[config.mk]
export PLATFORM = sky130hd
export DESIGN_NAME = nlb_back
export DESIGN_NICKNAME = d
export VERILOG_FILES = /design/src/nlb_pkg.sv /design/src/nlb_back.sv
export SDC_FILE = /design/constraint.sdc
export NUM_CORES = 1
export LEC_CHECK = 0
export BUFFER_PORTS_ARGS = -buffer_cell sky130_fd_sc_hd__buf_2
export CORE_MARGIN = 5
export CORE_UTILIZATION = 30
export CTS_CLUSTER_SIZE = 10
export DETAILED_ROUTE_END_ITERATION = 10
export GPL_TIMING_DRIVEN = 0
export PLACE_DENSITY = 0.66
export SLEW_MARGIN = 20
export SYNTH_ARGS = -nofsm -noshare
export SYNTH_HDL_FRONTEND = slang
export SYNTH_SLANG_ARGS = --single-unit
[constraint.sdc]
create_clock -name clock -period 6.2 [get_ports clock]
set_input_delay 1.86 -clock clock [delete_from_list [all_inputs] [get_ports clock]]
set_output_delay 1.86 -clock clock [all_outputs]
set_load 0.1 [all_outputs]
[src/nlb_pkg.sv]
// nlb_pkg: shared constants, register codes and stage types of the noise layer blend unit
// used by every module under src; depends on nothing
package nlb_pkg;

   localparam int DATA_W  = 16;
   localparam int FRAC_W  = 12;
   localparam int ALPHA_W = FRAC_W + 1;

   // stream and register port widths
   localparam int REQ_DATA_W = 2 * DATA_W;
   localparam int RSP_DATA_W = DATA_W;
   localparam int CSR_IDX_W  = 2;
   localparam int CSR_DATA_W = ALPHA_W;

   // weighted layer product, signed alpha (one extra bit) times layer
   localparam int WP_W   = ALPHA_W + 1 + DATA_W;
   // add and subtract sums
   localparam int SUM_W  = DATA_W + 2;
   // value carried through the divider chain: sums or the full product
   localparam int VAL_W  = 2 * DATA_W + 1;
   // divider: remainder, divisor, quotient and shifted divisor widths
   localparam int REM_W  = DATA_W + FRAC_W + 1;
   localparam int DEN_W  = DATA_W + 1;
   localparam int QUO_W  = DATA_W;
   localparam int CMP_W  = DEN_W + QUO_W;
   localparam int NUM_CELLS = QUO_W;
   // result before final saturation
   localparam int RES_W  = 2 * DATA_W - FRAC_W + 1;

   localparam logic [ALPHA_W-1:0] ALPHA_ONE = ALPHA_W'(1) << FRAC_W;

   localparam logic [1:0] MODE_ADD = 2'd0;
   localparam logic [1:0] MODE_SUB = 2'd1;
   localparam logic [1:0] MODE_MUL = 2'd2;
   localparam logic [1:0] MODE_DIV = 2'd3;

   localparam logic [CSR_IDX_W-1:0] CSR_BLEND_MODE     = CSR_IDX_W'(0);
   localparam logic [CSR_IDX_W-1:0] CSR_ALPHA          = CSR_IDX_W'(1);
   localparam logic [CSR_IDX_W-1:0] CSR_OVERFLOW_CLAMP = CSR_IDX_W'(2);

   // one slot of the divider chain
   typedef struct packed {
      logic             vld;
      logic [VAL_W-1:0] val;
      logic [REM_W-1:0] rem;
      logic [CMP_W-1:0] ds;
      logic [QUO_W-1:0] quo;
      logic             neg;
      logic             dzero;
      logic             dovf;
   } nlb_cell_type;

   // finished result beat
   typedef struct packed {
      logic              vld;
      logic [DATA_W-1:0] value;
      logic              sat;
   } nlb_out_type;

endpackage

[src/nlb_back.sv]
// nlb_back: per-mode result select, product rounding, mode clamp and range saturation
// depends on nlb_pkg; takes the last divider cell's beat
module nlb_back (
   input  logic                  clock,
   input  logic                  reset,
   input  logic                  adv,
   input  nlb_pkg::nlb_cell_type cell_prev,
   input  logic [1:0]            blend_mode,
   input  logic                  overflow_clamp,
   output nlb_pkg::nlb_out_type  tail
);

   localparam int RW = nlb_pkg::RES_W;
   localparam int DW = nlb_pkg::DATA_W;
   localparam logic signed [RW-1:0] ONE_R     = RW'(1) << nlb_pkg::FRAC_W;
   localparam logic signed [RW-1:0] NEG_ONE_R = -(RW'(1) << nlb_pkg::FRAC_W);
   localparam logic signed [RW-1:0] MAX_R     = (RW'(1) << (DW - 1)) - RW'(1);
   localparam logic signed [RW-1:0] MIN_R     = -(RW'(1) << (DW - 1));
   localparam logic signed [nlb_pkg::VAL_W-1:0] HALF_V =
      nlb_pkg::VAL_W'(1) << (nlb_pkg::FRAC_W - 1);

   nlb_pkg::nlb_out_type            out_ff, out_in;
   logic signed [nlb_pkg::VAL_W-1:0] pround, pshift;
   logic signed [RW-1:0]             qext, r;

   always_comb begin
      pround = $signed(cell_prev.val) + HALF_V;
      pshift = pround >>> nlb_pkg::FRAC_W;
      qext   = $signed({{(RW-nlb_pkg::QUO_W){1'b0}}, cell_prev.quo});

      case (blend_mode)
         nlb_pkg::MODE_ADD: begin
            r = $signed(cell_prev.val[RW-1:0]);
            if (overflow_clamp && r > ONE_R) r = ONE_R;
         end
         nlb_pkg::MODE_SUB: begin
            r = $signed(cell_prev.val[RW-1:0]);
            if (overflow_clamp && r < NEG_ONE_R) r = NEG_ONE_R;
         end
         nlb_pkg::MODE_MUL: begin
            r = pshift[RW-1:0];
            if (overflow_clamp && r < NEG_ONE_R) r = NEG_ONE_R;
         end
         default: begin
            if (cell_prev.dzero) begin
               r = '0;
            end else if (cell_prev.dovf) begin
               // too large for the chain: any value past the sample range will do
               r = cell_prev.neg ? (MIN_R - RW'(1)) : (MAX_R + RW'(1));
            end else begin
               r = cell_prev.neg ? -qext : qext;
            end
            if (overflow_clamp) begin
               if (r > ONE_R) r = ONE_R;
               else if (r < 0) r = '0;
            end
         end
      endcase

      out_in.vld = cell_prev.vld;
      if (r > MAX_R) begin
         out_in.value = MAX_R[DW-1:0];
         out_in.sat   = 1'b1;
      end else if (r < MIN_R) begin
         out_in.value = MIN_R[DW-1:0];
         out_in.sat   = 1'b1;
      end else begin
         out_in.value = r[DW-1:0];
         out_in.sat   = 1'b0;
      end
   end

   always_ff @(posedge clock) begin
      if (reset) begin
         out_ff.vld <= 1'b0;
      end else if (adv) begin
         out_ff <= out_in;
      end
   end

   assign tail = out_ff;

endmodule

==> impl_metrics.tcl <==
set metrics [dict create \
    grt.total_usage_pct 16.5 \
    min_period_ps 4800 \
    start_kind "primary input" \
    final_critical_path_setup_slack_ps 1400 \
    boundaryPins 139 \
    synthTopCellsByArea "sky130_fd_sc_hd__edfxtp_1, sky130_fd_sc_hd__xnor2_1, sky130_fd_sc_hd__xor2_1" \
    maxUsedRoutingLayer "met4" \
    layout-drive-gt1-share_pct 22.4 \
    yosys.cell_count.top_type "sky130_fd_sc_hd__nand2_1" \
    worst_skew_pair_later_pin_latency_ps 250 \
    antenna_violations_before_repair 0 \
    post_cts.repair.setup_buffers 0 \
    fp.dieH_um 102 \
    cts_buffer_depth 2 \
    layout.cell_area.non_filler_um2 3070 \
    run_status "complete, no violations" \
    insertedDiodeCount 0 \
    drt-pass1-iter-count 5 \
    grt_max_degree 18 \
    whs_path_cells 2 \
    dpl-instance-area_um2 3010 \
    route.detailed.vias_per_inst 6.02 \
    globalRouteOverflowTotal 0 \
    count_of_final_hold_check_violations 0 \
    dr.first_iter.drc_count 305 \
    rsz0062_at_grt "false" \
    max_freq_ghz 0.208 \
    post_synth_top_area_share_pct 20.3 \
    dpl.cell_count 511 \
    number_of_enable_type_register_cells_in_the_synthesized_netlist 17 \
    synth-warning-count 0 \
    flow.area_growth_from_synthesis_pct 21.9 \
    ys_types 64 \
    synth_commonest_cells "sky130_fd_sc_hd__nand2_1, sky130_fd_sc_hd__nor2_1, sky130_fd_sc_hd__a21oi_1, sky130_fd_sc_hd__nand3_1, sky130_fd_sc_hd__o21ai_0" \
    mappedNetlistArea_um2 2520 \
    hpwl_um 7030 \
    first_global_vias 2884 \
    sequential_area_um2 531 \
    fp-row-count 33 \
    holdCritPathClass "reg2reg" \
    syn_area_per_cell_um2 7.52 \
    grt_first_pass_wirelength_um 14100 \
    drv_cap 0 \
    p_leak_uw 0.00113 \
    die_x_um 102 \
    initial_core_util_pct 30.7 \
    final-instance-count-excl-fill 515 \
    post-synth-top-area-cell "sky130_fd_sc_hd__edfxtp_1" \
    buffer_ports.inserted 71 \
    design.die.area_um2 10300 \
    multi_input_area_um2 1860 \
    worst_r2r_path_depth 2 \
    finalMaxSlewViolations 0 \
    ys_seq_elements 18 \
    fin_setup_tns_ps 0 \
    postSynth.asyncResetShare_pct 0 \
    design.final.nets 534 \
    detailedPlace.worstSlack_ps 1230 \
    cts.htree.levels 1 \
    cts_hold_repair.buffers 0 \
    num_vias 3102 \
    met3WireLength_um 672 \
    worst_ep_required_time_ps 6190 \
    clkSlewWorstSetupHoldPaths_ps 60 \
    worst_slew_pin_slew_ps 886 \
    n_fill_cell 858 \
    synth_flop_cell "sky130_fd_sc_hd__edfxtp_1" \
    routabilityCongestion 0.988 \
    crit_path_end_kind "register" \
    largest_register_ffs 18 \
    coreArea_um2 8220 \
    detail_route.wl_per_cell_um 17.1 \
    timing.critical_path.arrival_ps 4780 \
    remaining_drc_errors 0 \
    seq_area_frac_synth_pct 21.1 \
    cts.sinks 18 \
    finClkSkew_ps 0 \
    setup-violations-final 0 \
    finalHoldWorstSlack_ps 498 \
    crit_path_max_fanout 10 \
    period_utilization_pct 77.4 \
    slew_headroom_pct 40.4 \
    synth_nets 458 \
    tritoncts.num_buffers 3 \
    critPathKind "in2reg" \
    cts_root_buffer "sky130_fd_sc_hd__clkbuf_8" \
    p_per_area_nw_per_um2 158 \
    cts_resized 0 \
    ir_drop_mv 0.0687 \
    dr_wl_met2_um 4060 \
    post_synth_inst_count 335 \
    ant_nets 0 \
    tritoncts_clock_tree "yes" \
    route.final.wire_length_um 8830 \
    route.layer.met1.wl_um 3890 \
]
==> layout by cell type (no fill, tap or decap), types with 3 or more instances in the layout <==
cell type	count
sky130_fd_sc_hd__buf_2	75
sky130_fd_sc_hd__nand2_1	23
sky130_fd_sc_hd__nor2_1	22
sky130_fd_sc_hd__o21ai_0	18
sky130_fd_sc_hd__a21oi_1	18
sky130_fd_sc_hd__nand3_1	18
sky130_fd_sc_hd__clkbuf_1	17
sky130_fd_sc_hd__edfxtp_1	17
sky130_fd_sc_hd__nor3_1	13
sky130_fd_sc_hd__xnor2_1	12
sky130_fd_sc_hd__xor2_1	11
sky130_fd_sc_hd__inv_1	11
sky130_fd_sc_hd__o21ai_1	11
sky130_fd_sc_hd__nand4_1	8
sky130_fd_sc_hd__nor4_1	8
sky130_fd_sc_hd__a31oi_1	7
sky130_fd_sc_hd__or3_1	7
sky130_fd_sc_hd__a222oi_1	7
sky130_fd_sc_hd__and3_1	7
sky130_fd_sc_hd__nor2b_1	6
sky130_fd_sc_hd__a41oi_1	5
sky130_fd_sc_hd__a21o_1	5
sky130_fd_sc_hd__mux2i_1	4
sky130_fd_sc_hd__or4_1	4
sky130_fd_sc_hd__o31a_1	4
sky130_fd_sc_hd__o41ai_1	4
sky130_fd_sc_hd__nand2b_1	4
sky130_fd_sc_hd__a32o_1	4
sky130_fd_sc_hd__clkbuf_8	4
sky130_fd_sc_hd__a2111oi_0	3
sky130_fd_sc_hd__and2_1	3
sky130_fd_sc_hd__or2_2	3
sky130_fd_sc_hd__a311o_1	3
sky130_fd_sc_hd__o31ai_1	3
==> worst max-delay path: stages <==
cell	delay (ps)
sky130_fd_sc_hd__buf_2	180
sky130_fd_sc_hd__nand3_2	120
sky130_fd_sc_hd__nor4_2	800
sky130_fd_sc_hd__a21oi_1	270
sky130_fd_sc_hd__nor4_1	410
sky130_fd_sc_hd__o32ai_1	160
sky130_fd_sc_hd__and4b_1	300
sky130_fd_sc_hd__a31o_2	230
sky130_fd_sc_hd__clkbuf_1	310
sky130_fd_sc_hd__o21ai_1	130
==> area by class of cell <==
class | instances | share of cell area [%]
clock buffers | 4 | 1.79
flip-flops and latches | 18 | 17.3
plain buffers | 22 | 3.10
well taps | 105 | 4.28
multi-input cells | 283 | 60.5
inverters | 12 | 1.47
repair buffers | 71 | 11.6
==> report_power, final <==
| part | internal [uW] | switching (uW) |
|---|---|---|
| Combinational | 66.2 | 174 |
| Sequential | 147 | 2.29 |
| Clock | 56.4 | 39.7 |
| Total | 270 | 216 |
==> through the flow <==
| step | util (%) | power, uW |
|---|---|---|
| after floorplan | - | 321 |
| after global placement | 36.6 | 384 |
| after detailed placement | 36.6 | 387 |
| after CTS | 37.3 | 483 |
| after global routing | 37.4 | 509 |
| final | 37.4 | 485 |
==> cells by family (layout without fill, tap and decap cells) <==
group | Yosys count | count (layout) | synth area share [%]
AO/OA/AOI/OAI | 114 | 114 | 32.5
multiplexers | 4 | 4 | 1.59
XOR/XNOR | 23 | 23 | 8.00
flip-flops | 18 | 18 | 21.1
buffers and inverters | 34 | 109 | 5.56
AND/OR/NAND/NOR | 140 | 140 | 30.3
adder cells (fa/ha/maj) | 2 | 2 | 0.993
==> routing by layer <==
metal	GRT usage (%)	vias up
met1	22.7	1466
met3	2.48	20
met2	26.8	147
li1	-	1469
met4	4.91	0
met5	0	-
==> worst paths after layout <==
kind	from	to	slack, ps
setup / recovery	cell_prev[100]	tail[7]	1400
hold / removal	tail[17]	tail[17]	500
setup reg to reg	tail[17]	tail[17]	5620
hold reg to reg	tail[17]	tail[17]	500
No activity file was read; power rests on OpenSTA's default activity.
