--- config.mk ---
export PLATFORM = sky130hd
export DESIGN_NAME = nlb_front
export DESIGN_NICKNAME = d
export VERILOG_FILES = /design/src/nlb_pkg.sv /design/src/nlb_front.sv
export SDC_FILE = /design/constraint.sdc
export NUM_CORES = 2
export LEC_CHECK = 0
export ABC_AREA = 1
export BUFFER_PORTS_ARGS = -buffer_cell sky130_fd_sc_hd__clkbuf_2
export CAP_MARGIN = 20
export CORE_MARGIN = 1
export CORE_UTILIZATION = 41
export CTS_BUF_LIST = sky130_fd_sc_hd__clkbuf_16
export DETAILED_ROUTE_END_ITERATION = 8
export PLACE_DENSITY = 0.65
export SLEW_MARGIN = 20
export SYNTH_ARGS = -nofsm -noshare
export SYNTH_HDL_FRONTEND = slang
export SYNTH_SLANG_ARGS = --single-unit
--- constraint.sdc ---
create_clock -name clock -period 13.8 [get_ports clock]
set_input_delay 0 -clock clock [delete_from_list [all_inputs] [get_ports clock]]
set_output_delay 0 -clock clock [all_outputs]
set_load 0.02 [all_outputs]
--- src/nlb_pkg.sv ---
// nlb_pkg: shared constants, register codes and stage types of the noise layer blend unit
// used by every module under src; depends on nothing
package nlb_pkg;

   localparam int DATA_W  = 16;
   localparam int FRAC_W  = 12;
   localparam int ALPHA_W = FRAC_W + 1;

   // stream and register port widths
   localparam int REQ_DATA_W = 2 * DATA_W;
   localparam int RSP_DATA_W = DATA_W;
   localparam int CSR_IDX_W  = 2;
   localparam int CSR_DATA_W = ALPHA_W;

   // weighted layer product, signed alpha (one extra bit) times layer
   localparam int WP_W   = ALPHA_W + 1 + DATA_W;
   // add and subtract sums
   localparam int SUM_W  = DATA_W + 2;
   // value carried through the divider chain: sums or the full product
   localparam int VAL_W  = 2 * DATA_W + 1;
   // divider: remainder, divisor, quotient and shifted divisor widths
   localparam int REM_W  = DATA_W + FRAC_W + 1;
   localparam int DEN_W  = DATA_W + 1;
   localparam int QUO_W  = DATA_W;
   localparam int CMP_W  = DEN_W + QUO_W;
   localparam int NUM_CELLS = QUO_W;
   // result before final saturation
   localparam int RES_W  = 2 * DATA_W - FRAC_W + 1;

   localparam logic [ALPHA_W-1:0] ALPHA_ONE = ALPHA_W'(1) << FRAC_W;

   localparam logic [1:0] MODE_ADD = 2'd0;
   localparam logic [1:0] MODE_SUB = 2'd1;
   localparam logic [1:0] MODE_MUL = 2'd2;
   localparam logic [1:0] MODE_DIV = 2'd3;

   localparam logic [CSR_IDX_W-1:0] CSR_BLEND_MODE     = CSR_IDX_W'(0);
   localparam logic [CSR_IDX_W-1:0] CSR_ALPHA          = CSR_IDX_W'(1);
   localparam logic [CSR_IDX_W-1:0] CSR_OVERFLOW_CLAMP = CSR_IDX_W'(2);

   // one slot of the divider chain
   typedef struct packed {
      logic             vld;
      logic [VAL_W-1:0] val;
      logic [REM_W-1:0] rem;
      logic [CMP_W-1:0] ds;
      logic [QUO_W-1:0] quo;
      logic             neg;
      logic             dzero;
      logic             dovf;
   } nlb_cell_type;

   // finished result beat
   typedef struct packed {
      logic              vld;
      logic [DATA_W-1:0] value;
      logic              sat;
   } nlb_out_type;

endpackage

--- src/nlb_front.sv ---
// nlb_front: weighted layer multiply, rounding, and per-mode operand set-up (three stages)
// depends on nlb_pkg; feeds the first divider cell
module nlb_front (
   input  logic                               clock,
   input  logic                               reset,
   input  logic                               adv,
   input  logic                               in_vld,
   input  logic signed [nlb_pkg::DATA_W-1:0]  base_value,
   input  logic signed [nlb_pkg::DATA_W-1:0]  layer_value,
   input  logic [nlb_pkg::ALPHA_W-1:0]        alpha,
   input  logic [1:0]                         blend_mode,
   output nlb_pkg::nlb_cell_type              cell_next
);

   localparam int DW = nlb_pkg::DATA_W;
   localparam int FW = nlb_pkg::FRAC_W;
   localparam logic signed [nlb_pkg::WP_W-1:0] HALF_WP = nlb_pkg::WP_W'(1) << (FW - 1);

   // stage 1: alpha times layer
   logic                                 s1_vld_ff,  s1_vld_in;
   logic signed [DW-1:0]                 s1_base_ff, s1_base_in;
   logic signed [nlb_pkg::WP_W-1:0]      s1_prod_ff, s1_prod_in;
   logic [nlb_pkg::ALPHA_W-1:0]          a_lim;

   // stage 2: rounded weighted layer
   logic                                 s2_vld_ff,  s2_vld_in;
   logic signed [DW-1:0]                 s2_base_ff, s2_base_in;
   logic signed [nlb_pkg::DEN_W-1:0]     s2_d_ff,    s2_d_in;
   logic signed [nlb_pkg::WP_W-1:0]      wsum, wshift;

   // stage 3: operands for every mode
   nlb_pkg::nlb_cell_type                s3_ff, s3_in;
   logic signed [nlb_pkg::SUM_W-1:0]     b_ext, d_ext, add_s, sub_s;
   logic signed [nlb_pkg::VAL_W-1:0]     mul_p;
   logic [DW-1:0]                        mag_b;
   logic [nlb_pkg::DEN_W-1:0]            mag_d_full;
   logic [DW-1:0]                        mag_d;
   logic [nlb_pkg::REM_W-1:0]            num;
   logic [nlb_pkg::DEN_W-1:0]            den;

   always_comb begin
      a_lim      = (alpha > nlb_pkg::ALPHA_ONE) ? nlb_pkg::ALPHA_ONE : alpha;
      s1_vld_in  = in_vld;
      s1_base_in = base_value;
      s1_prod_in = $signed({1'b0, a_lim}) * layer_value;
   end

   always_comb begin
      wsum       = s1_prod_ff + HALF_WP;
      wshift     = wsum >>> FW;
      s2_vld_in  = s1_vld_ff;
      s2_base_in = s1_base_ff;
      s2_d_in    = wshift[nlb_pkg::DEN_W-1:0];
   end

   always_comb begin
      b_ext = {{(nlb_pkg::SUM_W-DW){s2_base_ff[DW-1]}}, s2_base_ff};
      d_ext = {{(nlb_pkg::SUM_W-nlb_pkg::DEN_W){s2_d_ff[nlb_pkg::DEN_W-1]}}, s2_d_ff};
      add_s = b_ext + d_ext;
      sub_s = b_ext - d_ext;
      mul_p = s2_base_ff * s2_d_ff;

      // magnitudes for the restoring divider, rounding folded in as (2n + m) / 2m
      mag_b      = s2_base_ff[DW-1] ? (~s2_base_ff + 1'b1) : s2_base_ff;
      mag_d_full = s2_d_ff[nlb_pkg::DEN_W-1] ? (~s2_d_ff + 1'b1) : s2_d_ff;
      mag_d      = mag_d_full[DW-1:0];
      num        = {mag_b, {FW{1'b0}}, 1'b0} + nlb_pkg::REM_W'(mag_d);
      den        = {mag_d, 1'b0};

      s3_in.vld = s2_vld_ff;
      case (blend_mode)
         nlb_pkg::MODE_ADD:
            s3_in.val = {{(nlb_pkg::VAL_W-nlb_pkg::SUM_W){add_s[nlb_pkg::SUM_W-1]}}, add_s};
         nlb_pkg::MODE_SUB:
            s3_in.val = {{(nlb_pkg::VAL_W-nlb_pkg::SUM_W){sub_s[nlb_pkg::SUM_W-1]}}, sub_s};
         default:
            s3_in.val = mul_p;
      endcase
      s3_in.rem   = num;
      s3_in.ds    = {den, {(nlb_pkg::QUO_W-1){1'b0}}, 1'b0} >> 1;
      s3_in.quo   = '0;
      s3_in.neg   = s2_base_ff[DW-1] ^ s2_d_ff[nlb_pkg::DEN_W-1];
      s3_in.dzero = (s2_d_ff == '0);
      // quotient would not fit the chain's bits
      s3_in.dovf  = (nlb_pkg::CMP_W'(num) >= {den, {nlb_pkg::QUO_W{1'b0}}});
   end

   always_ff @(posedge clock) begin
      if (reset) begin
         s1_vld_ff <= 1'b0;
         s2_vld_ff <= 1'b0;
         s3_ff.vld <= 1'b0;
      end else if (adv) begin
         s1_vld_ff  <= s1_vld_in;
         s1_base_ff <= s1_base_in;
         s1_prod_ff <= s1_prod_in;
         s2_vld_ff  <= s2_vld_in;
         s2_base_ff <= s2_base_in;
         s2_d_ff    <= s2_d_in;
         s3_ff      <= s3_in;
      end
   end

   assign cell_next = s3_ff;

endmodule

==> impl_metrics.json <==
{
  "synth_xor_area_share_pct": 2.86,
  "io_pins": 166,
  "io_buffers": 132,
  "yosysSeqAreaShare_pct": 15.2,
  "status": "finished, final reports clean",
  "postRouteAntennaNets": 0,
  "cts.sinks": 138,
  "routed_wl_um": 72500,
  "startpoint": "s2_base_ff[9]$_DFFE_PP_",
  "dr.pass1.iters": 6,
  "period_share_pct": 47.2,
  "layout.cells.non_filler": 4234,
  "grt_use_met2_pct": 38.6,
  "rsz0062_at_grt": "no",
  "core_area_um2": 64900,
  "cpMostUsedCell": "fa_1",
  "slowest_stage": "edfxtp_1",
  "ys_ff_latch": 138,
  "worst_slew_pin_slew_ns": 1.02,
  "grt.total_usage_pct": 22.1,
  "fin_ws_ns": 7.28,
  "hpwlAfterDp_um": 59100,
  "synth_top_family_by_area": "adder cells",
  "synth_compound_area_share_pct": 5.87,
  "worstPathArrival_ns": 6.71,
  "die_width_um": 259,
  "cts_buffer_depth": 2,
  "endpoint": "cell_next[105]$_DFFE_PP_",
  "ff2ff_setup_slack_ns": 7.28,
  "root_buffer": "clkbuf_16",
  "fin_util_pct": 45.1,
  "grt_pass1_vias": 21400,
  "yosys.area_share.adder_pct": 44.6,
  "drc_errors": 0,
  "criticalPathCategory": "reg2reg",
  "die_h_um": 259,
  "dieArea_um2": 67200,
  "synthDistinctLibCells": 57,
  "yosysWarningCount": 0,
  "finalHoldViolCount": 0,
  "r2r-end": "cell_next[105]$_DFFE_PP_",
  "clk_pin_slew_worst_paths_ns": 0.07,
  "grt_pass1_wl_um": 115000,
  "cp-end-kind": "flop",
  "routed_via_density": 4.97,
  "max_stage_delay_ns": 1.02,
  "nNetsFinal": 4099,
  "diodes": 0,
  "fin_worst_skew_ns": 0.0125,
  "via_count": 21000,
  "grt_max_degree": 72,
  "setup_viol": 0,
  "ys.flop_type": "edfxtp_1",
  "avgSynthCellArea_um2": 8.31,
  "antenna_found_initial": 1,
  "crit_path_cell_trace": "nand2_1 -> fa_1 -> inv_1 -> fa_1 -> inv_1 -> fa_1 -> fa_1 -> fa_1 -> inv_1 -> fa_1 -> ha_1 -> nand2_1 -> nor2_1 -> nand4_1 -> o21ai_1 -> a21oi_1 -> o21bai_1 -> nand2_1 -> nand2_1 -> o21ai_1",
  "met1_usage_pct": 27.8,
  "htree_levels": 4,
  "reg2reg_depth": 20,
  "dp_cells": 4182,
  "crit_path_start_kind": "flop",
  "path_max_fanout": 20,
  "fp-row-count": 93,
  "grt-busiest-layer": "met2",
  "hold_class": "in2reg",
  "timing.fmax_mhz": 153,
  "syn_area_um2": 27100,
  "grt-ovfl-total": 0,
  "cts_setup_buffers": 0,
  "setup_tns_ns": 0,
  "cts_resized": 0,
  "cts_buffers": 17,
  "syn_inst": 3265,
  "syn2layout_area_growth_pct": 7.96,
  "cts_tree": "done",
  "slew_headroom_pct": 32.2,
  "place_ws_ns": 7.07,
  "slew_violations": 0,
  "gr-usage-met3_pct": 2.42,
  "drt-initial-drc-count": 1306,
  "finalCriticalPeriod_ns": 6.52,
  "drv_cap": 0,
  "required_ns": 13.99,
  "synth_mux_area_share_pct": 0,
  "r2r-start": "s2_base_ff[9]$_DFFE_PP_",
  "start_util_pct": 41.8,
  "drt-wirelength-per-cell_um": 17.1,
  "place_congestion": 0.965,
  "synth_edf_count": 135,
  "drive_gt1_share_pct": 8.05,
  "async_flop_share_pct": 0,
  "clk_latency_ns": 0.45,
  "yosys.area_share.simple_pct": 16.7
}
[routing by layer]
layer,vias up,share of wire [%]
met1,10300,41
met2,710,50
met5,-,0.017
li1,9869,-
met3,149,5.4
met4,2,3.9
[how the worst min path moves through the flow]
stage,from,cells past startpoint,endpoint,slack [ns]
floorplan,reset,1,cell_next[114]$_SDFFE_PP0P_,0.07
global route,blend_mode[0],4,cell_next[83]$_DFFE_PP_,0.06
CTS,blend_mode[0],4,cell_next[83]$_DFFE_PP_,0.03
finish,blend_mode[0],4,cell_next[83]$_DFFE_PP_,0.05
detailed placement,base_value[15],1,s1_base_ff[15]$_DFFE_PP_,0.18
global placement,base_value[15],1,s1_base_ff[15]$_DFFE_PP_,0.18
[critical path: cells and delay by family, from the launching register on]
family,cells,cell delay [ns]
AOI/OAI and AO/OA,4,0.78
adders and majority gates,7,3.34
buffers and inverters,3,0.17
DFF,1,1.02
and+or+nand+nor,6,0.93
[flip-flops by register name (all words and copies together), names as in the netlist]
signal,flops
cell_next,69
s1_base_ff,16
s1_prod_ff,18
s1_vld_ff,1
s2_base_ff,16
s2_d_ff,17
s2_vld_ff,1
[layout by cell type (no fill, tap or decap), types with 19 or more instances in the layout]
cell and n:
nand2_1 669, fa_1 476, dlygate4sd3_1 20, nor3_1 20
conb_1 33, o21ai_0 85, nand3_1 88, edfxtp_1 135
xor2_1 59, a21oi_1 119, nor2_1 222, xnor2_1 19
buf_4 35, nand4_1 23, inv_1 834, clkbuf_2 132
ha_1 206
[cells by family after synthesis]
family                   Yosys count
other                              1
flip-flops                       138
buffers and inverters            992
AND/OR/NAND/NOR                 1088
AO/OA/AOI/OAI                    281
adder cells (fa/ha/maj)          682
XOR/XNOR                          83
[synth_stat cells (19+ instances only)]
master    instances  area share (%)
inv_1           834              12
o21ai_0          85             1.6
buf_4            52             1.4
xor2_1           59             1.9
nand3_1          88             1.6
clkbuf_1         56            0.78
nand4_1          23            0.53
xnor2_1          19            0.61
nor3_1           20            0.37
a21oi_1         119             2.2
nand2_1         669             9.3
fa_1            476              35
ha_1            206             9.5
edfxtp_1        135              15
nor2_1          223             3.1
[cell type report]
class	count	area [um2]
Multi-Input combinational cell	2167	19100
Fill cell	6455	35700
Tap cell	855	1070
Inverter	855	3220
Timing Repair Buffer	187	1120
Sequential cell	138	4110
Clock buffer	17	425
Clock inverter	15	195
[per-stage QoR]
step / hold slack, ns / instance area, um2
after floorplan: 0.0691 / 27200
after global placement: 0.179 / 28500
after detailed placement: 0.180 / 28500
after CTS: 0.0277 / 29300
after global routing: 0.0600 / 29300
final: 0.0538 / 29300
[repair_timing]
item / in CTS / in global routing
setup endpoints to repair: 0 / 0
hold buffers: 20 / 0
endpoints found under the hold margin: 19 / 0
Power is not shown: default switching activity piles up to over one toggle a cycle in this logic, so the estimate is an artifact.
