`config.mk`:
```
export PLATFORM = sky130hd
export DESIGN_NAME = nlb_div_cell
export DESIGN_NICKNAME = d
export VERILOG_FILES = /design/src/nlb_pkg.sv /design/src/nlb_div_cell.sv
export SDC_FILE = /design/constraint.sdc
export NUM_CORES = 1
export LEC_CHECK = 0
export ABC_CLOCK_PERIOD_IN_PS = 8500
export BUFFER_PORTS_ARGS = -buffer_cell sky130_fd_sc_hd__buf_2
export CORE_UTILIZATION = 35
export DETAILED_ROUTE_END_ITERATION = 8
export RECOVER_POWER = 100
export SKIP_CTS_REPAIR_TIMING = 1
export SYNTH_ARGS = -nofsm -noshare
export SYNTH_HDL_FRONTEND = slang
export SYNTH_SLANG_ARGS = --single-unit
```
`constraint.sdc`:
```
create_clock -name clock -period 8.5 [get_ports clock]
set_clock_uncertainty 0.1 [all_clocks]
set_input_delay 1.7 -clock clock [delete_from_list [all_inputs] [get_ports clock]]
set_output_delay 1.7 -clock clock [all_outputs]
set_load 0.01 [all_outputs]
```
`src/nlb_pkg.sv`:
```
// nlb_pkg: shared constants, register codes and stage types of the noise layer blend unit
// used by every module under src; depends on nothing
package nlb_pkg;

   localparam int DATA_W  = 16;
   localparam int FRAC_W  = 12;
   localparam int ALPHA_W = FRAC_W + 1;

   // stream and register port widths
   localparam int REQ_DATA_W = 2 * DATA_W;
   localparam int RSP_DATA_W = DATA_W;
   localparam int CSR_IDX_W  = 2;
   localparam int CSR_DATA_W = ALPHA_W;

   // weighted layer product, signed alpha (one extra bit) times layer
   localparam int WP_W   = ALPHA_W + 1 + DATA_W;
   // add and subtract sums
   localparam int SUM_W  = DATA_W + 2;
   // value carried through the divider chain: sums or the full product
   localparam int VAL_W  = 2 * DATA_W + 1;
   // divider: remainder, divisor, quotient and shifted divisor widths
   localparam int REM_W  = DATA_W + FRAC_W + 1;
   localparam int DEN_W  = DATA_W + 1;
   localparam int QUO_W  = DATA_W;
   localparam int CMP_W  = DEN_W + QUO_W;
   localparam int NUM_CELLS = QUO_W;
   // result before final saturation
   localparam int RES_W  = 2 * DATA_W - FRAC_W + 1;

   localparam logic [ALPHA_W-1:0] ALPHA_ONE = ALPHA_W'(1) << FRAC_W;

   localparam logic [1:0] MODE_ADD = 2'd0;
   localparam logic [1:0] MODE_SUB = 2'd1;
   localparam logic [1:0] MODE_MUL = 2'd2;
   localparam logic [1:0] MODE_DIV = 2'd3;

   localparam logic [CSR_IDX_W-1:0] CSR_BLEND_MODE     = CSR_IDX_W'(0);
   localparam logic [CSR_IDX_W-1:0] CSR_ALPHA          = CSR_IDX_W'(1);
   localparam logic [CSR_IDX_W-1:0] CSR_OVERFLOW_CLAMP = CSR_IDX_W'(2);

   // one slot of the divider chain
   typedef struct packed {
      logic             vld;
      logic [VAL_W-1:0] val;
      logic [REM_W-1:0] rem;
      logic [CMP_W-1:0] ds;
      logic [QUO_W-1:0] quo;
      logic             neg;
      logic             dzero;
      logic             dovf;
   } nlb_cell_type;

   // finished result beat
   typedef struct packed {
      logic              vld;
      logic [DATA_W-1:0] value;
      logic              sat;
   } nlb_out_type;

endpackage

```
`src/nlb_div_cell.sv`:
```
// nlb_div_cell: one restoring-division cell, settles one quotient bit and passes the beat on
// depends on nlb_pkg
module nlb_div_cell (
   input  logic                  clock,
   input  logic                  reset,
   input  logic                  adv,
   input  nlb_pkg::nlb_cell_type cell_prev,
   output nlb_pkg::nlb_cell_type cell_next
);

   nlb_pkg::nlb_cell_type cell_ff, cell_in;
   logic                  ge;

   always_comb begin
      ge      = nlb_pkg::CMP_W'(cell_prev.rem) >= cell_prev.ds;
      cell_in = cell_prev;
      if (ge) begin
         cell_in.rem = cell_prev.rem - cell_prev.ds[nlb_pkg::REM_W-1:0];
      end
      cell_in.quo = {cell_prev.quo[nlb_pkg::QUO_W-2:0], ge};
      cell_in.ds  = cell_prev.ds >> 1;
   end

   always_ff @(posedge clock) begin
      if (reset) begin
         cell_ff.vld <= 1'b0;
      end else if (adv) begin
         cell_ff <= cell_in;
      end
   end

   assign cell_next = cell_ff;

endmodule

```
==> summary.txt, run 1 <==
Route
  • Top Layer Used: met4
  • Final WL: 14100 microns
  • Drt first-iter violations: 197
  • WL/cell: 16.4 microns
  • Vias: 4061
  • Met3 wire length: 811 microns
  • WL met1: 5750 microns
  • Met2 wire len: 7330 microns
  • Avg Vias per Cell: 4.74
  • DRT Pass-1 Iters: 4
  • Routed Antenna Nets: 0
  • DRC: 0

Global route
  • Total gr overflow: 0
  • First-pass GRT wire length: 20900 microns
  • Vias in the first global route: 4102
  • GRT Overall Usage: 17.2%
  • Largest net degree at the start of global routing: 74
  • Initial antenna violation count: 0

Critical path
  • CP max FO: 73
  • Critical path arrival: 6.15 ns
  • CP required: 8.40 ns
  • Worst setup EP type: flip-flop
  • CP endpoint: cell_next[35]
  • Reg-to-reg setup timing slack: 7.81 ns
  • Worst r2r src: cell_next[114]
  • Worst path cell trace: clkbuf_1 -> nor2b_1 -> clkbuf_2
  • CP Launch Type: input port
  • CP Class: input port to flip-flop
  • Worst path slowest cell: nor2b_1
  • Worst-case reg-to-reg path depth: 2
  • CP startpoint: adv
  • Max stage delay on crit path: 2.61 ns
  • Worst R2R End: cell_next[114]

Placed design
  • IO buf count: 230
  • Final weighted congestion in routability-driven placement: 0.831
  • DP Cell Count: 825
  • DP HPWL: 10700 microns

Clocking
  • TritonCTS buffer count: 17
  • Root Driver: clkbuf_16
  • Clk Latency, worst-skew pair: 0.41 ns
  • H-Tree Depth: 4
  • TritonCTS Sinks: 114
  • CTS tree: built
  • Worst-path clk slew: 0.06 ns
  • CTS max path bufs: 2

Layout
  • P&R area growth vs syn: 30.3%
  • Fill cell count: 1507
  • Non-filler cells, final: 857
  • Nets: 781
  • Number of flip-flops under the largest register name: 114
  • Share of cells above drive strength 1: 22.0%
  • # diodes: 0

STA
  • Max Slew Vio Count: 116
  • Slew @ Worst Pin: 3.53 ns
  • Setup TNS: 0 ns
  • Relative max-transition margin: -136%
  • Achievable Freq: 160 MHz
  • RSZ-0062 raised after global routing: no
  • Period utilisation layout: 73.5%
  • Final Hold Vio Count: 0
  • Minimum clock period: 6.25 ns
  • Setup violations, final: 0

Yosys
  • Synth warn: 0
  • Synth Flop Type: edfxtp_1
  • Top-area cell type share of the netlist area: 61.1%
  • Post-synth EDFFs: 113
  • Synthesized cell area: 5550 sq um
  • Asr flop ratio synth: 0%
  • Synth Net Count: 538
  • Register bit total from synthesis: 114
  • Synth top area cells: edfxtp_1, mux2_4, ha_1, inv_1, xnor2_1
  • Post-synthesis cell type count: 50
  • Syn avg cell area: 14.2 sq um
  • Post-Synthesis Cells: 390
  • Post-synthesis sequential area ratio: 61.5%
  • Count leader, synth: edfxtp_1
  • Area leader, netlist: edfxtp_1
  • Post-synth top cells: edfxtp_1, inv_1, ha_1, a21oi_1, mux2_4

Die
  • Die area: 16400 sq um
  • Initial Util: 36.3%
  • Boundary Pins: 233
  • Die width: 128 microns
  • Die height: 128 microns
  • Row count: 45
  • Core ar.: 15300 sq um

Outcome
  • Failing checks: capacitance limit, slew limit
  • Status: finished with violations

Power
  • Pleak: 2.88 nW
  • Power per cell area: 222 nW/um^2
  • Worst VDD drop: 0.000127 V

Worst hold path
  • Worst min path class: flip-flop to flip-flop

Flow run
  • Max_cap viols: 2
where the power goes:
group | internal, W | total [W] | switching (W)
clock | 0.000442 | 0.000709 | 0.000267
combinational | 0.0000911 | 0.000225 | 0.000134
sequential | 0.000663 | 0.000673 | 0.00000980
worst max-delay path: cells and delay by family:
family	cells	cell delay, ns
simple gates	1	2.61
buf+inv	2	1.73
kinds of logic after synthesis:
kind of cell / after synthesis / synth area share, %
other cells: 1 / 0.0675
fa+ha+maj: 30 / 6.90
simple gates: 62 / 5.75
mux: 31 / 7.93
buf+inv: 46 / 3.81
compound gates: 81 / 10.1
flops: 114 / 61.5
xor+xnor: 25 / 3.94
metal layers:
metal,vias to the layer above,global-route usage (%)
li1,1961,-
met1,1921,18.5
met2,163,31.7
met3,16,4.67
met4,0,6.99
met5,-,0
placed cells by master, fill, tap and decap left out, types with 8 or more instances in the layout:
master,count
edfxtp_1,113
clkbuf_16,17
nor2_1,10
buf_2,97
a21oi_1,26
o21ai_0,8
xnor2_1,15
xor2_1,10
mux2_1,19
ha_1,29
clkbuf_1,134
nand2_1,18
inv_1,38
a21o_1,12
how the worst min path moves through the flow:
stage | startpoint | end | cells past startpoint
after global routing | cell_next[114] | cell_next[114] | 2
after CTS | cell_next[114] | cell_next[114] | 2
after floorplan | cell_next[114] | cell_next[114] | 2
after detailed placement | cell_next[114] | cell_next[114] | 2
after global placement | cell_next[114] | cell_next[114] | 2
final | cell_next[114] | cell_next[114] | 2
through the flow:
| stage | util, % | instance area [sq um] | setup slack, ns | power (W) | hold slack, ns |
|---|---|---|---|---|---|
| final | 47.2 | 7240 | 2.25 | 0.00161 | 0.399 |
| after global routing | 47.2 | 7240 | 1.73 | 0.00167 | 0.450 |
| after CTS | 49.1 | 7520 | 3.47 | 0.00164 | 0.402 |
| after detailed placement | 45.2 | 6930 | 3.03 | 0.000927 | 0.388 |
| after global placement | 45.2 | 6930 | 3.14 | 0.000922 | 0.377 |
| after floorplan | - | 5550 | 1.08 | 0.000836 | 0.428 |
area by class of cell:
type | instances | area, sq um | share of cell area [%]
Clock buffer | 18 | 439 | 6.07
Sequential cell | 114 | 3410 | 47.2
Clock inverter | 14 | 155 | 2.14
Timing Repair Buffer | 232 | 993 | 13.7
Tap cell | 211 | 264 | 3.65
Inverter | 38 | 143 | 1.97
Multi-Input combinational cell | 230 | 1830 | 25.3
Note: power is estimated with default switching activity, not from simulation.
==> inputs of run 2 (changes only) <==
ABC_CLOCK_PERIOD_IN_PS = 6400   (was 8500)
clock period = 6.4 ns   (was 8.5 ns; I/O delays follow)
==> summary.txt, run 2 (synthesis results as in run 1) <==
Die
  • Row count: 45 (unchanged)
  • Initial Util: 36.3% (unchanged)
  • Die area: 16400 sq um (unchanged)
  • Core ar.: 15300 sq um (unchanged)
  • Die height: 128 microns (unchanged)
  • Boundary Pins: 233 (unchanged)
  • Die width: 128 microns (unchanged)

Route
  • Vias: 3994 (was 4061)
  • Drt first-iter violations: 161 (was 197)
  • Final WL: 13500 microns (was 14100 microns)
  • DRT Pass-1 Iters: 5 (was 4)
  • Routed Antenna Nets: 0 (unchanged)
  • WL/cell: 15.7 microns (was 16.4 microns)
  • Avg Vias per Cell: 4.64 (was 4.74)
  • DRC: 0 (unchanged)

Layout
  • Nets: 782 (was 781)
  • P&R area growth vs syn: 30.3% (unchanged)
  • Share of cells above drive strength 1: 21.3% (was 22.0%)
  • Cell area after layout: 7240 sq um (unchanged)
  • Most common cell after layout, fill and taps aside: clkbuf_1 (unchanged)
  • Most frequent cells in the layout: clkbuf_1, edfxtp_1, buf_2 (unchanged)
  • Number of flip-flops under the largest register name: 114 (unchanged)
  • Fill cell count: 1508 (was 1507)

Outcome
  • Status: finished with violations (unchanged)
  • Failing checks: capacitance limit, slew limit (unchanged)

Placed design
  • DP HPWL: 10400 microns (was 10700 microns)
  • Post-DP Area: 6930 sq um (about the same)
  • Final weighted congestion in routability-driven placement: 0.802 (was 0.831)
  • IO buf count: 230 (unchanged)

Clocking
  • TritonCTS buffer count: 17 (unchanged)
  • CTS tree: built (unchanged)
  • H-Tree Depth: 4 (unchanged)
  • Clk Latency, worst-skew pair: 0.41 ns (about the same)
  • Worst-path clk slew: 0.06 ns (about the same)
  • TritonCTS Sinks: 114 (unchanged)
  • CTS max path bufs: 2 (unchanged)
  • Root Driver: clkbuf_16 (unchanged)

Global route
  • Largest net degree at the start of global routing: 73 (was 74)
  • Total gr overflow: 0 (unchanged)
  • GRT Overall Usage: 16.3% (was 17.2%)
  • First-pass GRT wire length: 20100 microns (was 20900 microns)
  • Initial antenna violation count: 2 (was 0)
  • Vias in the first global route: 3969 (was 4102)

Critical path
  • Worst-case reg-to-reg path depth: 2 (unchanged)
  • CP Class: input port to flip-flop (unchanged)
  • CP required: 6.22 ns (was 8.40 ns)
  • Most common cell on crit path: clkbuf_1
  • Worst setup EP type: flip-flop (unchanged)
  • Worst r2r src: cell_next[114] (unchanged)
  • Reg-to-reg setup timing slack: 5.68 ns (was 7.81 ns)
  • CP Launch Type: input port (unchanged)
  • Max stage delay on crit path: 2.67 ns (was 2.61 ns)
  • CP startpoint: adv (unchanged)
  • Critical path arrival: 4.59 ns (was 6.15 ns)
  • Worst R2R End: cell_next[114] (unchanged)
  • Worst Path Buf+Inv: 2 (unchanged)
  • Worst path cell trace: clkbuf_1 -> nor2b_1 -> clkbuf_1 (was clkbuf_1 -> nor2b_1 -> clkbuf_2)
  • Critical path's top delay family: buffers and inverters (was simple AND/OR/NAND/NOR gates)
  • Worst path slowest cell: clkbuf_1 (was nor2b_1)
  • CP max FO: 72 (was 73)

STA
  • Max Slew Vio Count: 110 (was 116)
  • Minimum clock period: 4.77 ns
  • Period utilisation layout: 74.5%
  • Setup TNS: 0 ns (unchanged)
  • Setup violations, final: 0 (unchanged)
  • Relative max-transition margin: -150% (was -136%)
  • Slew @ Worst Pin: 3.75 ns (was 3.53 ns)
  • Achievable Freq: 210 MHz
  • RSZ-0062 raised after global routing: no (unchanged)
  • Final Hold Vio Count: 0 (unchanged)

Worst hold path
  • Hold Crit Endpoint: cell_next[114] (unchanged)
  • Worst min path class: flip-flop to flip-flop (unchanged)
  • Hold Path Depth: 2 (unchanged)
  • Min-delay src: cell_next[114] (unchanged)

Power
  • Power per cell area: 292 nW/um^2 (was 222 nW/um^2)
  • Worst VDD drop: 0.000158 V (was 0.000127 V)
  • Pleak: 2.88 nW (about the same)

Flow run
  • Max_cap viols: 2 (unchanged)
==> run 2: changes by cell type in the layout (fill, tap and decap cells not counted) <==
cell	previous run	this run
clkbuf_2	1	0
inv_6	2	3
mux2_1	19	21
buf_4	0	1
buf_2	97	96
clkbuf_1	134	137
clkinv_4	6	5
diode_2	0	2
mux2_2	7	5
clkbuf_8	1	0
==> run 2: metrics by stage <==
stage	hold WS [ns]	worst slack, ns	cells	util, %	total power (W)
2_1_floorplan	0.428	1.64	390	-	0.00111
3_3_place_gp	0.371	1.61	826	45.3	0.00122
3_5_place_dp	0.402	1.55	826	45.3	0.00123
4_1_cts	0.416	1.96	858	49.1	0.00216
5_1_grt	0.445	1.14	859	47.2	0.00220
6_report	0.420	1.63	860	47.2	0.00212
==> run 2: where the power goes <==
| part | internal [W] | switching (W) |
|---|---|---|
| combinational | 0.000120 | 0.000175 |
| clock | 0.000577 | 0.000349 |
| sequential | 0.000882 | 0.0000133 |
==> run 2: cell type report <==
type | instances | area [sq um] | share of cell area, %
clock buffers | 18 | 429 | 5.93
flip-flops and latches | 114 | 3410 | 47.2
inverters | 38 | 143 | 1.97
well taps | 211 | 264 | 3.65
repair buffers | 233 | 998 | 13.8
clock inverters | 14 | 155 | 2.14
multi-input cells | 230 | 1830 | 25.3
diodes | 2 | 5.00 | 0.0692
==> run 2: how the worst max path moves through the flow <==
stage	end	cells after the start
2_1_floorplan	cell_next[0]	1
3_3_place_gp	cell_next[62]	12
3_5_place_dp	cell_next[63]	12
4_1_cts	cell_next[66]	12
5_1_grt	cell_next[52]	3
6_report	cell_next[52]	3
==> run 2: routing by layer <==
layer	routed length [microns]	track usage [%]
met4	165	5.95
met3	822	4.97
met2	6740	29.2
met1	5750	18.3
met5	0	0
==> run 2: tightest hold or removal path, cell delays in order (launching register included) <==
cell and delay (ns):
dfxtp_1 0.33, mux2i_1 0.08, nor2_1 0.08
